File: src/sv/fcfs_pkg.sv
package fcfs_pkg;

    typedef enum logic [2:0] {
        ST_UNUSED  = 3'd0,
        ST_NEW     = 3'd1,
        ST_READY   = 3'd2,
        ST_RUN     = 3'd3,
        ST_BLOCKED = 3'd4,
        ST_DONE    = 3'd5
    } entry_state_t;

    typedef enum logic [1:0] {
        EV_NONE      = 2'd0,
        EV_INTERRUPT = 2'd1,
        EV_ERROR     = 2'd2
    } tick_event_t;

    localparam logic KIND_ADD  = 1'b0;
    localparam logic KIND_TICK = 1'b1;

    localparam logic REG_BLOCK_TICKS  = 1'b0;
    localparam logic REG_MEMORY_SLOTS = 1'b1;

    typedef enum logic [1:0] {
        FSM_IDLE = 2'd0,
        FSM_SCAN = 2'd1,
        FSM_OUT  = 2'd2
    } fsm_state_t;

    // one table entry as it travels along the ring of cells
    typedef struct packed {
        entry_state_t st;
        logic [5:0]   needed;
        logic [5:0]   elapsed;
        logic [3:0]   age;
        logic [15:0]  arrival;
        logic [15:0]  response;
        logic         responded;
    } entry_t;

    // per-tick control handed from the sequencer to the head of the ring
    typedef struct packed {
        logic [3:0]  block_ticks;
        logic        admit_ok;
        logic        dispatch_ok;
        logic        is_cpu;
        logic [1:0]  ev;
        logic [15:0] clock_now;
    } tick_ctl_t;

    // what the head processing step reports back
    typedef struct packed {
        logic        admitted;
        logic        dispatched;
        logic        running;
        logic        freed;
        logic        done;
        logic        done_error;
        logic [15:0] arrival;
        logic [15:0] response;
        logic [5:0]  elapsed;
    } tick_rsp_t;

    function automatic entry_t fcfs_process(input entry_t e, input tick_ctl_t c,
                                            output tick_rsp_t r);
        entry_t     n;
        logic [3:0] a;
        logic [5:0] el;
        n = e;
        r = '0;
        a = e.age + 4'd1;
        if (e.st == ST_BLOCKED) begin
            n.age = a;
            if (a >= c.block_ticks) begin
                n.st  = ST_READY;
                n.age = 4'd0;
            end
        end
        if (c.admit_ok && n.st == ST_NEW) begin
            n.st       = ST_READY;
            n.arrival  = c.clock_now;
            r.admitted = 1'b1;
        end
        if (c.dispatch_ok && n.st == ST_READY) begin
            n.st         = ST_RUN;
            r.dispatched = 1'b1;
        end
        if (c.is_cpu || r.dispatched) begin
            r.running = 1'b1;
            if (!n.responded) begin
                n.response  = c.clock_now - n.arrival;
                n.responded = 1'b1;
            end
            el = n.elapsed + 6'd1;
            case (c.ev)
                EV_INTERRUPT: begin
                    n.st    = ST_BLOCKED;
                    n.age   = 4'd0;
                    r.freed = 1'b1;
                end
                EV_ERROR: begin
                    n.st         = ST_DONE;
                    r.freed      = 1'b1;
                    r.done       = 1'b1;
                    r.done_error = 1'b1;
                end
                default: begin
                    n.elapsed = el;
                    if (el >= n.needed) begin
                        n.st    = ST_DONE;
                        r.freed = 1'b1;
                        r.done  = 1'b1;
                    end
                end
            endcase
            r.arrival  = n.arrival;
            r.response = n.response;
            r.elapsed  = n.elapsed;
        end
        return n;
    endfunction

endpackage

File: src/sv/fcfs_cell.sv
// one slot of the rotating entry ring
module fcfs_cell (
    input  logic            clk,
    input  logic            rst_n,
    input  logic            shift,
    input  fcfs_pkg::entry_t d,
    output fcfs_pkg::entry_t q
);
    fcfs_pkg::entry_t ent_reg;

    always_ff @(posedge clk or negedge rst_n)
    begin
        if (!rst_n)
        begin
            ent_reg <= '0;
        end
        else if (shift)
        begin
            ent_reg <= d;
        end
    end

    assign q = ent_reg;
endmodule

File: config.mk
export PLATFORM = sky130hd
export DESIGN_NAME = fcfs_cell
export DESIGN_NICKNAME = d
export VERILOG_FILES = /design/src/sv/fcfs_pkg.sv /design/src/sv/fcfs_cell.sv
export SDC_FILE = /design/constraint.sdc
export NUM_CORES = 1
export LEC_CHECK = 0
export BUFFER_PORTS_ARGS = -buffer_cell sky130_fd_sc_hd__buf_2
export CORE_MARGIN = 4
export CORE_UTILIZATION = 45
export DETAILED_ROUTE_END_ITERATION = 8
export GPL_ROUTABILITY_DRIVEN = 0
export PLACE_DENSITY_LB_ADDON = 0.08
export SLEW_MARGIN = 40
export SYNTH_ARGS = -nofsm -noshare
export SYNTH_HDL_FRONTEND = slang
export SYNTH_SLANG_ARGS = --single-unit
File: constraint.sdc
create_clock -name clk -period 0.91 [get_ports clk]
set_input_delay 0.091 -clock clk [delete_from_list [all_inputs] [get_ports clk]]
set_output_delay 0.091 -clock clk [all_outputs]
set_load 0.02 [all_outputs]
==> metrics.txt, run 1 <==
# TYPE chip_impl_metric gauge
chip_impl_info{name="status",value="complete, but fails checks"} 1
chip_impl_info{name="violations",value="setup timing"} 1
chip_impl_info{name="worst-setup-path-type",value="reg -> out"} 1
chip_impl_metric{name="layout.area.seq",unit="sq mm"} 0.00130
chip_impl_metric{name="ys_ff_latch",unit=""} 52
chip_impl_info{name="crit_start_category",value="flop"} 1
chip_impl_metric{name="synth.cell_area",unit="sq mm"} 0.00219
chip_impl_metric{name="fillerInstances",unit=""} 325
chip_impl_metric{name="layoutNonFillerInstCount",unit=""} 324
chip_impl_info{name="setup.worst_path.end_class",value="primary output"} 1
chip_impl_metric{name="synthesis.instances",unit=""} 110
chip_impl_metric{name="p_leak",unit="nW"} 1.82
chip_impl_metric{name="ff2ff_setup_slack",unit="ps"} -10
chip_impl_metric{name="synth_fp_nets",unit=""} 165
chip_impl_info{name="crit_slowest_cell",value="sky130_fd_sc_hd__dfrtp_1"} 1
chip_impl_metric{name="grt_max_degree",unit=""} 53
chip_impl_metric{name="nets",unit=""} 311
chip_impl_metric{name="timing.clock.skew",unit="ps"} 0
chip_impl_metric{name="grt_usage",unit="%"} 16.3
chip_impl_metric{name="crit_buf_inv",unit=""} 1
chip_impl_metric{name="dr_total_vias",unit=""} 1436
chip_impl_metric{name="cp_slowest_stage_delay",unit="ps"} 410
chip_impl_metric{name="post_drt_via_cell_ratio",unit=""} 4.43
chip_impl_metric{name="global_route.overflow_total",unit=""} 0
chip_impl_metric{name="data_arrival_time_at_the_worst_slack_endpoint",unit="ps"} 850
chip_impl_metric{name="cts.reportedPaths.clkPinSlew",unit="ps"} 90
chip_impl_metric{name="hold-path-cell-count",unit=""} 2
chip_impl_info{name="synth_area_leader_cell",value="sky130_fd_sc_hd__dfrtp_1"} 1
chip_impl_metric{name="clock_sinks",unit=""} 52
chip_impl_metric{name="cellInternalPower",unit="mW"} 4.22
chip_impl_metric{name="p_seq_share",unit="%"} 47.4
chip_impl_metric{name="area_share_of_the_largest_cell_type_after_synthesis",unit="%"} 59.5
chip_impl_metric{name="timing.fmax",unit="MHz"} 1060
chip_impl_info{name="cts.root.buffer_cell",value="sky130_fd_sc_hd__clkbuf_8"} 1
chip_impl_info{name="critical_path.cell_chain",value="buf_6"} 1
chip_impl_metric{name="drt_drc_violations_left",unit=""} 0
chip_impl_info{name="holdPathEnd",value="q[44]$_DFFE_PN0P_"} 1
chip_impl_metric{name="antenna-diode-count",unit=""} 0
chip_impl_metric{name="row_count",unit=""} 25
chip_impl_metric{name="maxSlewViolCount",unit=""} 0
chip_impl_metric{name="fp.coreArea",unit="sq mm"} 0.00472
chip_impl_info{name="critical_path.reg2reg.endpoint",value="q[15]$_DFFE_PN0P_"} 1
chip_impl_metric{name="number_of_flip_flops_in_the_largest_register",unit=""} 52
chip_impl_metric{name="routed_wl",unit="mm"} 4.95
chip_impl_metric{name="timing.final.ws_setup",unit="ps"} -29.4
chip_impl_metric{name="clockBufferDepth",unit=""} 2
chip_impl_metric{name="first_pass_grt_wire_length",unit="mm"} 7.76
chip_impl_metric{name="die_area",unit="sq mm"} 0.00604
chip_impl_metric{name="dr.first_iter.drc_count",unit=""} 34
chip_impl_metric{name="p_switching",unit="mW"} 1.53
chip_impl_metric{name="detail_route.first_pass.iterations",unit=""} 4
chip_impl_metric{name="routed_wire_length_per_instance",unit="um"} 15.3
chip_impl_metric{name="place_inst",unit=""} 280
chip_impl_metric{name="fp.dieH",unit="um"} 77.7
chip_impl_metric{name="power_frac_clock",unit="%"} 22.5
chip_impl_metric{name="cts_made_buffers",unit=""} 5
chip_impl_info{name="worst_hold_startpoint",value="d[44]"} 1
chip_impl_metric{name="dieWidth",unit="um"} 77.7
chip_impl_metric{name="cp_max_fo",unit=""} 2
chip_impl_metric{name="syn_avg_cell_area",unit="sq um"} 19.9
chip_impl_metric{name="vias_in_the_first_global_route",unit=""} 1541
chip_impl_metric{name="cp_data_required_time",unit="ps"} 820
chip_impl_metric{name="post-dp-hpwl",unit="mm"} 3.22
chip_impl_metric{name="initial_utilization",unit="%"} 46.3
chip_impl_metric{name="final.setup.tns",unit="ps"} -616
chip_impl_metric{name="drive_gt1_share",unit="%"} 79.0
chip_impl_metric{name="setup_violations",unit=""} 50
chip_impl_metric{name="area_growth_syn_to_layout",unit="%"} 59.0
chip_impl_metric{name="synthDistinctLibCells",unit=""} 5
chip_impl_metric{name="power_density",unit="mW/mm^2"} 1650
chip_impl_metric{name="r2r.worst_path.cells",unit=""} 2
chip_impl_metric{name="hold_viol_final",unit=""} 0
chip_impl_metric{name="max_cap_viol_count",unit=""} 0
chip_impl_metric{name="max-vdd-ir-drop",unit="mV"} 1.01
chip_impl_info{name="synthTopCellsByArea",value="sky130_fd_sc_hd__dfrtp_1 60%, sky130_fd_sc_hd__mux2_4 34%, sky130_fd_sc_hd__buf_12 4.6%, sky130_fd_sc_hd__mux2_2 1.0%, sky130_fd_sc_hd__buf_6 0.52%"} 1
chip_impl_metric{name="layout_worst_path_cycle_share",unit="%"} 103
chip_impl_info{name="grt_setup_unrepaired",value="true"} 1
chip_impl_metric{name="antenna_found_initial",unit=""} 0
chip_impl_metric{name="worst_skew_pair_later_pin_latency",unit="ps"} 290
chip_impl_metric{name="drtAntennaViolNets",unit=""} 0
chip_impl_metric{name="switching_share",unit="%"} 26.6
chip_impl_info{name="worstReg2RegStart",value="q[15]$_DFFE_PN0P_"} 1
chip_impl_metric{name="synth_seq_area_share",unit="%"} 59.5
chip_impl_metric{name="multiInputGateArea",unit="sq um"} 773
chip_impl_metric{name="finalCriticalPeriod",unit="ps"} 939
chip_impl_info{name="hold_class",value="in -> reg"} 1
chip_impl_metric{name="worst_max_slew_pin_slew",unit="ps"} 267
chip_impl_metric{name="cts.htree.levels",unit=""} 2
chip_impl_info{name="cp_top_family",value="flip-flops"} 1
chip_impl_metric{name="timing.slew.headroom",unit="%"} 82.2
chip_impl_info{name="cts_tree",value="yes"} 1
chip_impl_metric{name="ioPinCount",unit=""} 107
chip_impl_metric{name="io_buffers",unit=""} 106
chip_impl_metric{name="power_frac_comb",unit="%"} 30.0
chip_impl_metric{name="ys_warn_count",unit=""} 0
-- placed cells by master (no fill, tap or decap) --
master                          instances
sky130_fd_sc_hd__mux2_2                 2
sky130_fd_sc_hd__buf_2                 54
sky130_fd_sc_hd__clkbuf_8               6
sky130_fd_sc_hd__dfrtp_1               52
sky130_fd_sc_hd__dlygate4sd3_1          2
sky130_fd_sc_hd__clkinv_2               2
sky130_fd_sc_hd__buf_12                 3
sky130_fd_sc_hd__buf_6                 61
sky130_fd_sc_hd__buf_4                 25
sky130_fd_sc_hd__mux2_4                50
-- stage by stage --
step	worst slack, ps	cell area, sq um	total power, mW	util [%]	hold WS [ps]
3_3_place_gp	-25.1	2750	3.89	58.2	99.3
5_1_grt	-74.8	3480	6.03	73.6	3.44
6_report	-29.4	3480	5.75	73.6	24.5
3_5_place_dp	-46.2	2750	3.92	58.2	107
4_1_cts	-42.6	3320	5.69	70.3	11.2
2_1_floorplan	75.3	2190	3.47	-	-205
-- synthesized netlist by cell type --
cell type / n
sky130_fd_sc_hd__mux2_4: 50
sky130_fd_sc_hd__buf_12: 5
sky130_fd_sc_hd__buf_6: 1
sky130_fd_sc_hd__dfrtp_1: 52
sky130_fd_sc_hd__mux2_2: 2
-- power by group through the flow --
stage               Clock, mW  Combinational [mW]  Sequential [mW]
CTS                      1.36                1.61             2.72
floorplan                   0               0.476             3.00
detailed placement          0                1.21             2.71
global placement            0                1.19             2.70
global route             1.45                1.82             2.76
finish                   1.30                1.73             2.73
-- how the worst max path moves through the flow --
stage                      start                end  slack (ps)  depth (start not counted)
2_1_floorplan   q[0]$_DFFE_PN0P_   q[0]$_DFFE_PN0P_          80                          1
3_3_place_gp               shift  q[30]$_DFFE_PN0P_         -30                          3
3_5_place_dp               shift  q[16]$_DFFE_PN0P_         -50                          3
4_1_cts         q[1]$_DFFE_PN0P_               q[1]         -40                          1
5_1_grt        q[14]$_DFFE_PN0P_              q[14]         -70                          1
6_report       q[38]$_DFFE_PN0P_              q[38]         -30                          1
-- cell families after synthesis --
group | synth area share [%]
buffers and inverters | 5.09
DFF | 59.5
muxes | 35.4
-- what timing repair did --
| action | in CTS | in global routing |
|---|---|---|
| endpoints found under the setup margin | 52 | 69 |
| buffers inserted | 19 | 15 |
| pin swaps | 0 | 0 |
| hold buffers | 1 | 1 |
| hold endpoints to repair | 52 | 1 |
| gates resized for setup | 104 | 9 |
-- layout make-up --
type	count	share of cell area, %
flip-flops and latches	52	37.4
well taps	67	2.41
clock buffers	6	2.38
repair buffers	145	35.2
multi-input cells	52	22.2
clock inverters	2	0.288
-- routing by layer --
metal  share of wire, %  track usage (%)  vias up
met5                  0                0        -
met4                1.0             4.27        0
met3                6.2             5.68        5
met2                 54             28.0       55
met1                 38             19.5      708
li1                   -                -      668
(Power assumes the default switching activity.)
==> run 2: changes to the inputs <==
--- a/config.mk
+++ b/config.mk
@@ -10,7 +10,7 @@
 export CORE_UTILIZATION = 45
 export DETAILED_ROUTE_END_ITERATION = 8
 export GPL_ROUTABILITY_DRIVEN = 0
-export PLACE_DENSITY_LB_ADDON = 0.08
+export PLACE_DENSITY = 0.85
 export SLEW_MARGIN = 40
 export SYNTH_ARGS = -nofsm -noshare
 export SYNTH_HDL_FRONTEND = slang
==> metrics.txt, run 2 (same netlist as run 1, synthesis figures left out) <==
# TYPE chip_impl_metric gauge
chip_impl_metric{name="dr.first_iter.drc_count",unit=""} 86
chip_impl_metric{name="cp_data_required_time",unit="ps"} 820
chip_impl_metric{name="fp.dieH",unit="um"} 77.7
chip_impl_metric{name="ff2ff_setup_slack",unit="ps"} -40
chip_impl_info{name="cp_top_family",value="flip-flops"} 1
chip_impl_metric{name="worst_max_slew_pin_slew",unit="ps"} 269
chip_impl_metric{name="timing.fmax",unit="MHz"} 1020
chip_impl_metric{name="hold_viol_final",unit=""} 0
chip_impl_metric{name="drtAntennaViolNets",unit=""} 0
chip_impl_metric{name="clockBufferDepth",unit=""} 2
chip_impl_metric{name="routed_wire_length_per_instance",unit="um"} 17.7
chip_impl_metric{name="routed_wl",unit="mm"} 5.78
chip_impl_metric{name="area_growth_syn_to_layout",unit="%"} 60.4
chip_impl_info{name="status",value="complete, but fails checks"} 1
chip_impl_metric{name="layout_worst_path_cycle_share",unit="%"} 107
chip_impl_metric{name="cts.htree.levels",unit=""} 2
chip_impl_metric{name="setup_violations",unit=""} 68
chip_impl_metric{name="number_of_flip_flops_in_the_largest_register",unit=""} 52
chip_impl_info{name="layout.cells.most_common",value="sky130_fd_sc_hd__buf_6"} 1
chip_impl_metric{name="crit_buf_inv",unit=""} 1
chip_impl_metric{name="cp_slowest_stage_delay",unit="ps"} 430
chip_impl_metric{name="timing.final.ws_setup",unit="ps"} -67.5
chip_impl_info{name="setup.worst_path.end_class",value="primary output"} 1
chip_impl_metric{name="fp.coreArea",unit="sq mm"} 0.00472
chip_impl_metric{name="drt_drc_violations_left",unit=""} 0
chip_impl_info{name="grt_setup_unrepaired",value="true"} 1
chip_impl_metric{name="postLayoutCellArea",unit="sq mm"} 0.00351
chip_impl_metric{name="grt_max_degree",unit=""} 53
chip_impl_metric{name="timing.slew.headroom",unit="%"} 82.0
chip_impl_metric{name="grt_usage",unit="%"} 18.8
chip_impl_metric{name="cts.reportedPaths.clkPinSlew",unit="ps"} 100
chip_impl_info{name="worst-setup-path-type",value="reg -> out"} 1
chip_impl_metric{name="p_leak",unit="nW"} 1.83
chip_impl_metric{name="worst_skew_pair_later_pin_latency",unit="ps"} 310
chip_impl_metric{name="finalPower",unit="mW"} 5.83
chip_impl_metric{name="cts_made_buffers",unit=""} 5
chip_impl_metric{name="max_cap_viol_count",unit=""} 0
chip_impl_metric{name="maxSlewViolCount",unit=""} 0
chip_impl_metric{name="drive_gt1_share",unit="%"} 79.5
chip_impl_metric{name="post_drt_via_cell_ratio",unit=""} 4.61
chip_impl_metric{name="initial_utilization",unit="%"} 46.3
chip_impl_info{name="crit_slowest_cell",value="sky130_fd_sc_hd__dfrtp_1"} 1
chip_impl_metric{name="post-dp-hpwl",unit="mm"} 3.19
chip_impl_metric{name="detail_route.first_pass.iterations",unit=""} 4
chip_impl_metric{name="first_pass_grt_wire_length",unit="mm"} 8.71
chip_impl_metric{name="preCtsSetupSlack",unit="ps"} -46.7
chip_impl_info{name="crit_start_category",value="flop"} 1
chip_impl_metric{name="die_area",unit="sq mm"} 0.00604
chip_impl_info{name="cts_tree",value="yes"} 1
chip_impl_metric{name="nets",unit=""} 313
chip_impl_metric{name="timing.clock.skew",unit="ps"} 0
chip_impl_metric{name="cp_max_fo",unit=""} 2
chip_impl_metric{name="global_route.overflow_total",unit=""} 0
chip_impl_metric{name="io_buffers",unit=""} 106
chip_impl_metric{name="data_arrival_time_at_the_worst_slack_endpoint",unit="ps"} 890
chip_impl_metric{name="final.setup.tns",unit="ps"} -2000
chip_impl_metric{name="dieWidth",unit="um"} 77.7
chip_impl_metric{name="clock_sinks",unit=""} 52
chip_impl_info{name="violations",value="setup timing"} 1
chip_impl_metric{name="max-vdd-ir-drop",unit="mV"} 0.817
chip_impl_info{name="top_library_cells_by_usage_in_the_layout_fill_and_taps_aside",value="67 x sky130_fd_sc_hd__buf_6, 54 x sky130_fd_sc_hd__buf_2, 52 x sky130_fd_sc_hd__dfrtp_1, 50 x sky130_fd_sc_hd__mux2_4, 22 x sky130_fd_sc_hd__buf_4"} 1
chip_impl_metric{name="dr_total_vias",unit=""} 1504
chip_impl_info{name="cts.root.buffer_cell",value="sky130_fd_sc_hd__clkbuf_8"} 1
chip_impl_metric{name="finalCriticalPeriod",unit="ps"} 978
chip_impl_metric{name="ioPinCount",unit=""} 107
chip_impl_metric{name="placement.cell_area",unit="sq mm"} 0.00275
chip_impl_metric{name="row_count",unit=""} 25
chip_impl_metric{name="antenna-diode-count",unit=""} 0
chip_impl_info{name="hold_class",value="in -> reg"} 1
chip_impl_metric{name="antenna_found_initial",unit=""} 0
chip_impl_metric{name="vias_in_the_first_global_route",unit=""} 1675
chip_impl_metric{name="power_density",unit="mW/mm^2"} 1660
chip_impl_info{name="critical_path.cell_chain",value="buf_6"} 1
run 2: changes by cell type in the layout (fill, tap and decap cells not counted), sizes merged:
cell | before | now
clkbuf | 6 | 5
buf | 143 | 146
clkinv | 2 | 3
dlygate4sd3 | 2 | 1
run 2: cell type report:
type	instances	area, sq um
Clock buffer	5	68.8
Clock inverter	3	18.8
Fill cell	262	1220
Multi-Input combinational cell	52	773
Sequential cell	52	1300
Tap cell	67	83.8
Timing Repair Buffer	147	1260
run 2: final timing paths:
path                              startpoint           endpoint  depth (start not counted)
max                        q[28]$_DFFE_PN0P_              q[28]                          1
min                                     d[2]   q[2]$_DFFE_PN0P_                          2
max reg2reg                q[28]$_DFFE_PN0P_  q[28]$_DFFE_PN0P_                          2
min reg2reg                q[16]$_DFFE_PN0P_  q[16]$_DFFE_PN0P_                          1
max in group asynchronous              rst_n   q[5]$_DFFE_PN0P_                          3
min in group asynchronous              rst_n  q[32]$_DFFE_PN0P_                          3
run 2: power by group:
part | internal (mW) | total, mW | switching [mW] | leakage [nW]
clock network | 0.538 | 1.30 | 0.759 | 0.0479
registers | 2.54 | 2.75 | 0.205 | 0.608
logic | 1.10 | 1.79 | 0.690 | 1.17
run 2: per-layer routing:
layer | GRT usage (%) | share of wire, %
met2 | 33.6 | 55
met3 | 3.71 | 5.1
met4 | 7.12 | 1.8
met1 | 22.2 | 38
met5 | 0 | 0
run 2: timing repair:
item | 4_1_cts | 5_1_grt
pin swaps | 0 | 0
gates resized for setup | 104 | 15
gates cloned | 0 | 0
hold buffers | 1 | 0
setup endpoints to repair | 52 | 80
buffers inserted | 30 | 7
hold endpoints to repair | 52 | 0
run 2: through the flow:
step	cells	util [%]	hold slack, ps
floorplan	110	-	-205
global placement	280	58.2	95.8
detailed placement	280	58.2	101
CTS	319	71.9	2.73
global route	326	74.2	0.288
finish	326	74.2	9.00
==> run 3: changes to the inputs <==
--- a/config.mk
+++ b/config.mk
@@ -7,10 +7,11 @@
 export LEC_CHECK = 0
 export BUFFER_PORTS_ARGS = -buffer_cell sky130_fd_sc_hd__buf_2
 export CORE_MARGIN = 4
-export CORE_UTILIZATION = 45
+export CORE_UTILIZATION = 47
+export CTS_BUF_LIST = sky130_fd_sc_hd__clkbuf_8
 export DETAILED_ROUTE_END_ITERATION = 8
 export GPL_ROUTABILITY_DRIVEN = 0
-export PLACE_DENSITY = 0.85
+export PLACE_DENSITY = 0.87
 export SLEW_MARGIN = 40
 export SYNTH_ARGS = -nofsm -noshare
 export SYNTH_HDL_FRONTEND = slang
==> metrics.txt, run 3 (same netlist as run 1, synthesis figures left out) <==
# TYPE chip_impl_metric gauge
chip_impl_info{name="status",value="complete, but fails checks"} 1
chip_impl_info{name="violations",value="setup timing"} 1
chip_impl_info{name="top_library_cells_by_usage_in_the_layout_fill_and_taps_aside",value="63 x sky130_fd_sc_hd__buf_6, 54 x sky130_fd_sc_hd__buf_2, 52 x sky130_fd_sc_hd__dfrtp_1, 50 x sky130_fd_sc_hd__mux2_4, 20 x sky130_fd_sc_hd__buf_4"} 1
chip_impl_metric{name="timing.slew.headroom",unit="%"} 81.8
chip_impl_metric{name="cp_slowest_stage_delay",unit="ps"} 430
chip_impl_metric{name="hold_ws",unit="ps"} 12.5
chip_impl_metric{name="first_pass_grt_wire_length",unit="mm"} 8.33
chip_impl_metric{name="drt_drc_violations_left",unit=""} 0
chip_impl_metric{name="power_density",unit="mW/mm^2"} 1720
chip_impl_metric{name="max-vdd-ir-drop",unit="mV"} 0.934
chip_impl_metric{name="max_cap_viol_count",unit=""} 0
chip_impl_metric{name="detail_route.first_pass.iterations",unit=""} 4
chip_impl_info{name="crit_start_category",value="flop"} 1
chip_impl_info{name="crit_slowest_cell",value="sky130_fd_sc_hd__dfrtp_1"} 1
chip_impl_metric{name="routed_wire_length_per_instance",unit="um"} 17.0
chip_impl_metric{name="cts.reportedPaths.clkPinSlew",unit="ps"} 100
chip_impl_metric{name="global_route.overflow_total",unit=""} 0
chip_impl_metric{name="postLayoutCellArea",unit="sq mm"} 0.00352
chip_impl_metric{name="worst_skew_pair_later_pin_latency",unit="ps"} 300
chip_impl_metric{name="antenna-diode-count",unit=""} 0
chip_impl_metric{name="clock_sinks",unit=""} 52
chip_impl_metric{name="cp_max_fo",unit=""} 2
chip_impl_metric{name="io_buffers",unit=""} 106
chip_impl_metric{name="row_count",unit=""} 24
chip_impl_metric{name="grt_max_degree",unit=""} 53
chip_impl_metric{name="timing.clock.skew",unit="ps"} 0
chip_impl_metric{name="layoutNonFillerInstCount",unit=""} 312
chip_impl_metric{name="p_leak",unit="nW"} 1.84
chip_impl_info{name="layout.cells.most_common",value="sky130_fd_sc_hd__buf_6"} 1
chip_impl_metric{name="drive_gt1_share",unit="%"} 76.5
chip_impl_metric{name="ioPinCount",unit=""} 107
chip_impl_metric{name="cp_data_required_time",unit="ps"} 820
chip_impl_info{name="hold_class",value="in -> reg"} 1
chip_impl_metric{name="timing.final.ws_setup",unit="ps"} -66.0
chip_impl_metric{name="timing.fmax",unit="MHz"} 1020
chip_impl_info{name="cts.root.buffer_cell",value="sky130_fd_sc_hd__clkbuf_8"} 1
chip_impl_metric{name="cts_made_buffers",unit=""} 5
chip_impl_info{name="setup.worst_path.end_class",value="primary output"} 1
chip_impl_metric{name="number_of_flip_flops_in_the_largest_register",unit=""} 52
chip_impl_metric{name="die_area",unit="sq mm"} 0.00581
chip_impl_metric{name="hold_viol_final",unit=""} 0
chip_impl_metric{name="cts.htree.levels",unit=""} 2
chip_impl_metric{name="routed_wl",unit="mm"} 5.30
chip_impl_metric{name="grt_usage",unit="%"} 17.9
chip_impl_info{name="cp_top_family",value="flip-flops"} 1
chip_impl_metric{name="crit_buf_inv",unit=""} 1
chip_impl_info{name="critical_path.cell_chain",value="buf_6"} 1
chip_impl_metric{name="maxSlewViolCount",unit=""} 0
chip_impl_metric{name="dr.first_iter.drc_count",unit=""} 73
chip_impl_metric{name="clockBufferDepth",unit=""} 2
chip_impl_metric{name="post_drt_via_cell_ratio",unit=""} 4.71
chip_impl_metric{name="finalPower",unit="mW"} 6.05
chip_impl_metric{name="initial_utilization",unit="%"} 49.5
chip_impl_metric{name="finalCriticalPeriod",unit="ps"} 976
chip_impl_metric{name="drtAntennaViolNets",unit=""} 0
chip_impl_metric{name="dr_total_vias",unit=""} 1469
chip_impl_metric{name="vias_in_the_first_global_route",unit=""} 1629
chip_impl_metric{name="nets",unit=""} 314
chip_impl_metric{name="antenna_found_initial",unit=""} 0
chip_impl_metric{name="placement.cell_area",unit="sq mm"} 0.00273
chip_impl_info{name="grt_setup_unrepaired",value="true"} 1
chip_impl_info{name="cts_tree",value="yes"} 1
chip_impl_metric{name="worst_max_slew_pin_slew",unit="ps"} 272
chip_impl_metric{name="data_arrival_time_at_the_worst_slack_endpoint",unit="ps"} 880
chip_impl_metric{name="fp.coreArea",unit="sq mm"} 0.00441
chip_impl_metric{name="dieWidth",unit="um"} 76.2
chip_impl_metric{name="setup_violations",unit=""} 66
chip_impl_info{name="worst-setup-path-type",value="reg -> out"} 1
chip_impl_metric{name="place_inst",unit=""} 265
chip_impl_metric{name="fp.dieH",unit="um"} 76.2
chip_impl_metric{name="layout_worst_path_cycle_share",unit="%"} 107
chip_impl_metric{name="finalCoreUtilization",unit="%"} 79.8
chip_impl_metric{name="area_growth_syn_to_layout",unit="%"} 61.1
-- run 3: layout make-up --
type | instances | area [sq um]
Fill cell | 221 | 893
Clock inverter | 3 | 42.5
Timing Repair Buffer | 148 | 1270
Multi-Input combinational cell | 52 | 773
Sequential cell | 52 | 1300
Clock buffer | 5 | 68.8
Tap cell | 52 | 65.1
-- run 3: per-layer routing --
layer,track usage [%],vias up,part of all wire [%]
met4,4.90,0,1.0
met5,0,-,0
li1,-,676,-
met3,5.79,6,7.5
met1,22.9,714,40
met2,29.4,73,52
-- run 3: repair_timing --
action                                 in CTS  in global routing
hold buffers                                8                  0
endpoints found under the hold margin      59                  0
resized for setup                         104                 11
setup endpoints to repair                  52                 72
setup buffers                              21                 10
-- run 3: final timing paths --
path | start | endpoint | slack [ps] | cells past startpoint
min | d[13] | q[13]$_DFFE_PN0P_ | 10 | 2
min in group asynchronous | rst_n | q[15]$_DFFE_PN0P_ | 320 | 3
max | q[48]$_DFFE_PN0P_ | q[48] | -70 | 1
max reg2reg | q[36]$_DFFE_PN0P_ | q[36]$_DFFE_PN0P_ | -20 | 2
max in group asynchronous | rst_n | q[50]$_DFFE_PN0P_ | 360 | 3
min reg2reg | q[44]$_DFFE_PN0P_ | q[44]$_DFFE_PN0P_ | 540 | 1
-- run 3: stage by stage --
| stage | setup WS (ps) | setup TNS, ps |
|---|---|---|
| after floorplan | 75.3 | 0 |
| after global placement | -31.7 | -994 |
| after detailed placement | -53.5 | -1410 |
| after CTS | -57.8 | -1830 |
| after global routing | -95.6 | -4080 |
| final | -66.0 | -1670 |
-- run 3: report_power, final --
part / total (mW) / switching [mW] / internal [mW]
logic: 1.74 / 0.661 / 1.08
clock network: 1.56 / 0.744 / 0.820
registers: 2.74 / 0.203 / 2.54
